### config.mk
export PLATFORM = sky130hd
export DESIGN_NAME = rqt_ctrl
export DESIGN_NICKNAME = d
export VERILOG_FILES = /design/src/hdl/rqt_pkg.sv /design/src/hdl/rqt_ctrl.sv
export SDC_FILE = /design/constraint.sdc
export NUM_CORES = 1
export LEC_CHECK = 0
export BUFFER_PORTS_ARGS = -buffer_cell sky130_fd_sc_hd__buf_2
export CORE_AREA = 5 5 42 44
export DETAILED_ROUTE_END_ITERATION = 12
export DIE_AREA = 0 0 47 49
export GPL_ROUTABILITY_DRIVEN = 0
export PLACE_DENSITY_LB_ADDON = 0.1
export SYNTH_ARGS = -nofsm -noshare
export SYNTH_HDL_FRONTEND = slang
export SYNTH_SLANG_ARGS = --single-unit
### constraint.sdc
create_clock -name i_clk -period 0.81 [get_ports i_clk]
set_input_delay 0.081 -clock i_clk [delete_from_list [all_inputs] [get_ports i_clk]]
set_output_delay 0.081 -clock i_clk [all_outputs]
set_load 0.01 [all_outputs]
### src/hdl/rqt_pkg.sv
// ----------------------------------------------------------------------------
// rqt_pkg
// shared types and constants of the quarter-turn frame rotator
// ----------------------------------------------------------------------------
`default_nettype none

package rqt_pkg;

    localparam int COLOR_W    = 8;
    localparam int PIX_W      = 3 * COLOR_W;
    localparam int CFG_IDX_W  = 2;
    localparam int CFG_DATA_W = 7;
    localparam int TURNS_W    = 2;
    localparam int SIZE_W     = 7;

    localparam logic [CFG_IDX_W-1:0] CFG_QUARTER_TURNS = 2'd0;
    localparam logic [CFG_IDX_W-1:0] CFG_IMAGE_WIDTH   = 2'd1;
    localparam logic [CFG_IDX_W-1:0] CFG_IMAGE_HEIGHT  = 2'd2;

    localparam logic [TURNS_W-1:0] TURN_0   = 2'd0;
    localparam logic [TURNS_W-1:0] TURN_90  = 2'd1;
    localparam logic [TURNS_W-1:0] TURN_180 = 2'd2;
    localparam logic [TURNS_W-1:0] TURN_270 = 2'd3;

    localparam logic [SIZE_W-1:0] SIZE_RESET = 7'd64;

    typedef enum logic {
        S_IDLE,
        S_READ
    } t_state;

    typedef struct packed {
        logic store;
        logic fetch;
        logic capture;
    } t_cmd;

    typedef struct packed {
        logic frame_full;
    } t_sts;

endpackage

`default_nettype wire

### src/hdl/rqt_ctrl.sv
// ----------------------------------------------------------------------------
// rqt_ctrl
// controller: item handshake, buffer read sequencing and output valid
// ----------------------------------------------------------------------------
`default_nettype none

module rqt_ctrl (
    input  wire logic          i_clk,
    input  wire logic          i_rst_n,
    input  wire logic          i_in_valid,
    input  wire logic          i_in_mode,
    output      logic          o_in_ready,
    output      logic          o_out_valid,
    input  wire logic          i_out_ready,
    input  wire rqt_pkg::t_sts i_sts,
    output      rqt_pkg::t_cmd o_cmd
);

    rqt_pkg::t_state r_state;
    rqt_pkg::t_state n_state;
    logic            r_out_valid;
    logic            n_out_valid;
    logic            accept;

    always_comb begin
        n_state = r_state;
        case (r_state)
            rqt_pkg::S_IDLE: begin
                if (o_cmd.fetch) begin
                    n_state = rqt_pkg::S_READ;
                end
            end
            rqt_pkg::S_READ: begin
                n_state = rqt_pkg::S_IDLE;
            end
            default: begin
                n_state = rqt_pkg::S_IDLE;
            end
        endcase
    end

    always_comb begin
        o_in_ready    = 1'b0;
        o_cmd.capture = 1'b0;
        case (r_state)
            rqt_pkg::S_IDLE: begin
                o_in_ready = !r_out_valid || i_out_ready;
            end
            rqt_pkg::S_READ: begin
                o_cmd.capture = 1'b1;
            end
            default: begin
                o_in_ready = 1'b0;
            end
        endcase
        accept      = i_in_valid && o_in_ready;
        o_cmd.store = accept && !i_in_mode && !i_sts.frame_full;
        o_cmd.fetch = accept && i_in_mode && i_sts.frame_full;
    end

    always_comb begin
        n_out_valid = r_out_valid;
        if (o_cmd.capture) begin
            n_out_valid = 1'b1;
        end else if (i_out_ready) begin
            n_out_valid = 1'b0;
        end
    end

    assign o_out_valid = r_out_valid;

    always_ff @(posedge i_clk) begin
        if (!i_rst_n) begin
            r_state     <= rqt_pkg::S_IDLE;
            r_out_valid <= 1'b0;
        end else begin
            r_state     <= n_state;
            r_out_valid <= n_out_valid;
        end
    end

endmodule

`default_nettype wire

==> impl_metrics.ini <==
[drt]
num_vias = 151
postRouteAntennaNets = 0
viasPerCell = 3.36
firstDrtPassIters = 1
drt-total-wl_um = 400
drt_iter0_drc = 0
avgRoutedWirePerCell_um = 8.89
drcViolationCount = 0

[finish]
antenna_cells_inserted = 0
post_route_cells_drive_above_1_share_pct = 82.8
area.growth.synth_to_final_pct = 140
finish.net_count = 37
layout.cells.most_common_list = 9 x buf_2, 4 x buf_6, 3 x clkbuf_4
nFillCells = 166
final_core_utilization_pct = 19.9
layout.cells.most_common = buf_2

[pwr]
power.ir.vdd_worst_uv = 594
seq_power_share_pct = 26.8
pwr-share-comb_pct = 17.1
internal_power_mw = 0.300
power.total_mw = 0.387
power.share.clock_pct = 56.1
pwr_density_cell_nw_per_um2 = 1390
power.leakage_nw = 0.129
power.switching_fraction_pct = 22.4
power.net_switching_mw = 0.0865

[yosys]
netlist_area_um2 = 116
ys_ff_latch = 2
synthTopCellsByArea = dfxtp_1 34%, nor2b_4 12%, nor4_2 11%
synthesis.instances = 12
synth_largest_area_cell = dfxtp_1
ys_warn_count = 0
yosysSeqAreaShare_pct = 34.4
yosysUniqueCellTypes = 11
synth_nets = 18
syn-mean-instance-area_um2 = 9.70
synth.top_cell.area_share_pct = 34.4

[floorplanning]
starting_utilization_of_the_core_area_pct = 8.30
core_region_area_um2 = 1400
die_x_um = 47
fp-row-count = 14
die_h_um = 49
num_io_pins = 11
design.die.area_um2 = 2300

[global_route]
grt_overflow = 0
grt_antenna_before_repair = 0
grt_max_degree = 5
via_count_of_the_first_global_routing_pass = 136
grt_util_all_layers_pct = 4.15
grt_pass1_wl_um = 607

[critical_path]
worst_setup_path_startpoint = o_out_valid
worstPathMaxFanout = 4
cp_slowest_cell = dfxtp_1
timing.setup.critical_path_class = register to output pin
crit_arrival_ns = 1.00
cp_data_required_time_ns = 0.73
critical_path.reg2reg.startpoint = o_out_valid
timing.critical_path.cells = nor2b_4 -> nor4_4 -> buf_2
timing.critical_path.to_type = output pin
setup.worst_path.start_class = register
cp_slowest_stage_delay_ns = 0.30

[clock_network]
numCtsBuffers = 3
cts.sinks = 2
cts_htree_levels = 1
clk_root_buffer_cell = clkbuf_4
ctsLongestPathBuffers = 2
cts_hold_repair.buffers = 0
clk_latency_ns = 0.22
clk_transition_reported_paths_ns = 0.03
cts_tree = done

[place]
portBuffers = 10

[timing]
post-route-min-period_ns = 1.09
fmax_ghz = 0.922
hold_violations = 0
timing.max_slew.rel_slack_pct = 88.6
setup_violations = 6
layout_setup_ws_ns = -0.275
drv_slew = 0
skew_ns = 0.00467
tightest_hold_margin_ns = 0.0861
rsz_0062_raised_after_global_routing = yes
final_min_period_over_clock_period_pct = 134
fin_setup_tns_ns = -1.10
worstMarginPinSlew_ns = 0.170

[hold_path]
hold_path_startpoint = i_rst_n
hp-class = input port to register

[flow_run]
maxCapViolations = 0

[status]
run_status = finished with violations
failing_checks = setup timing
metrics by stage:
stage / area (µm²) / setup slack (ns) / std cells
floorplan: 125 / -0.0109 / 12
global placement: 203 / -0.0557 / 39
global route: 279 / -0.315 / 45
detailed placement: 203 / -0.0572 / 39
CTS: 263 / -0.287 / 44
finish: 279 / -0.275 / 45
flip-flops by register name, indices dropped and copies added, names as in the netlist:
name / count
r_state: 1
o_out_valid: 1
power groups by stage:
| stage | sequential, mW | clock, mW | combinational [mW] |
|---|---|---|---|
| 2_1_floorplan | 0.105 | 0 | 0.0226 |
| 3_3_place_gp | 0.104 | 0 | 0.0551 |
| 3_5_place_dp | 0.104 | 0 | 0.0548 |
| 4_1_cts | 0.104 | 0.228 | 0.0649 |
| 5_1_grt | 0.104 | 0.250 | 0.0714 |
| 6_report | 0.104 | 0.217 | 0.0660 |
critical path: cells and delay by family (launching register included):
| family | cells | cell delay [ns] |
|---|---|---|
| flops | 1 | 0.30 |
| buf+inv | 1 | 0.16 |
| simple gates | 2 | 0.32 |
final cells by class:
type	instances	area [µm²]	share of cell area [%]
Timing Repair Buffer	15	105	37.7
Multi-Input combinational cell	9	90.1	32.3
Sequential cell	2	41.3	14.8
Clock buffer	3	22.5	8.07
Tap cell	16	20.0	7.17
path summary, 6_finish.rpt:
path	slack (ns)	cells past startpoint	endpoint
max	-0.28	3	o_cmd[2]
min	0.09	2	o_out_valid
max reg2reg	-0.22	5	o_out_valid
min reg2reg	0.60	3	r_state
cells by family (layout without fill, tap and decap cells):
family,Yosys count,count (layout),share of synthesized area (%)
simple gates,8,8,52.7
flops,2,2,34.4
compound gates,1,1,6.45
buf+inv,1,18,6.45
cells in the mapped netlist:
| library cell | count |
|---|---|
| buf_4 | 1 |
| dfxtp_1 | 2 |
| nand2_1 | 1 |
| nand2b_1 | 1 |
| nand4_1 | 1 |
| nor2_1 | 1 |
| nor2b_4 | 1 |
| nor3_1 | 1 |
| nor3_2 | 1 |
| nor4_2 | 1 |
| o21a_1 | 1 |
what timing repair did:
| action | in CTS | in global routing |
|---|---|---|
| setup buffers | 2 | 1 |
| resized for setup | 5 | 2 |
| endpoints found under the setup margin | 6 | 6 |
| gates cloned | 0 | 0 |
| pin swaps | 1 | 0 |
metal layers:
metal  GRT usage, %  vias to the layer above  share of wire, %
li1               -                       77                 -
met1           4.38                       62                35
met2           4.30                       12                41
met3           6.27                        0                24
met4           1.38                        0                 0
met5              0                        -                 0
Note: power is estimated with default switching activity, not from simulation.
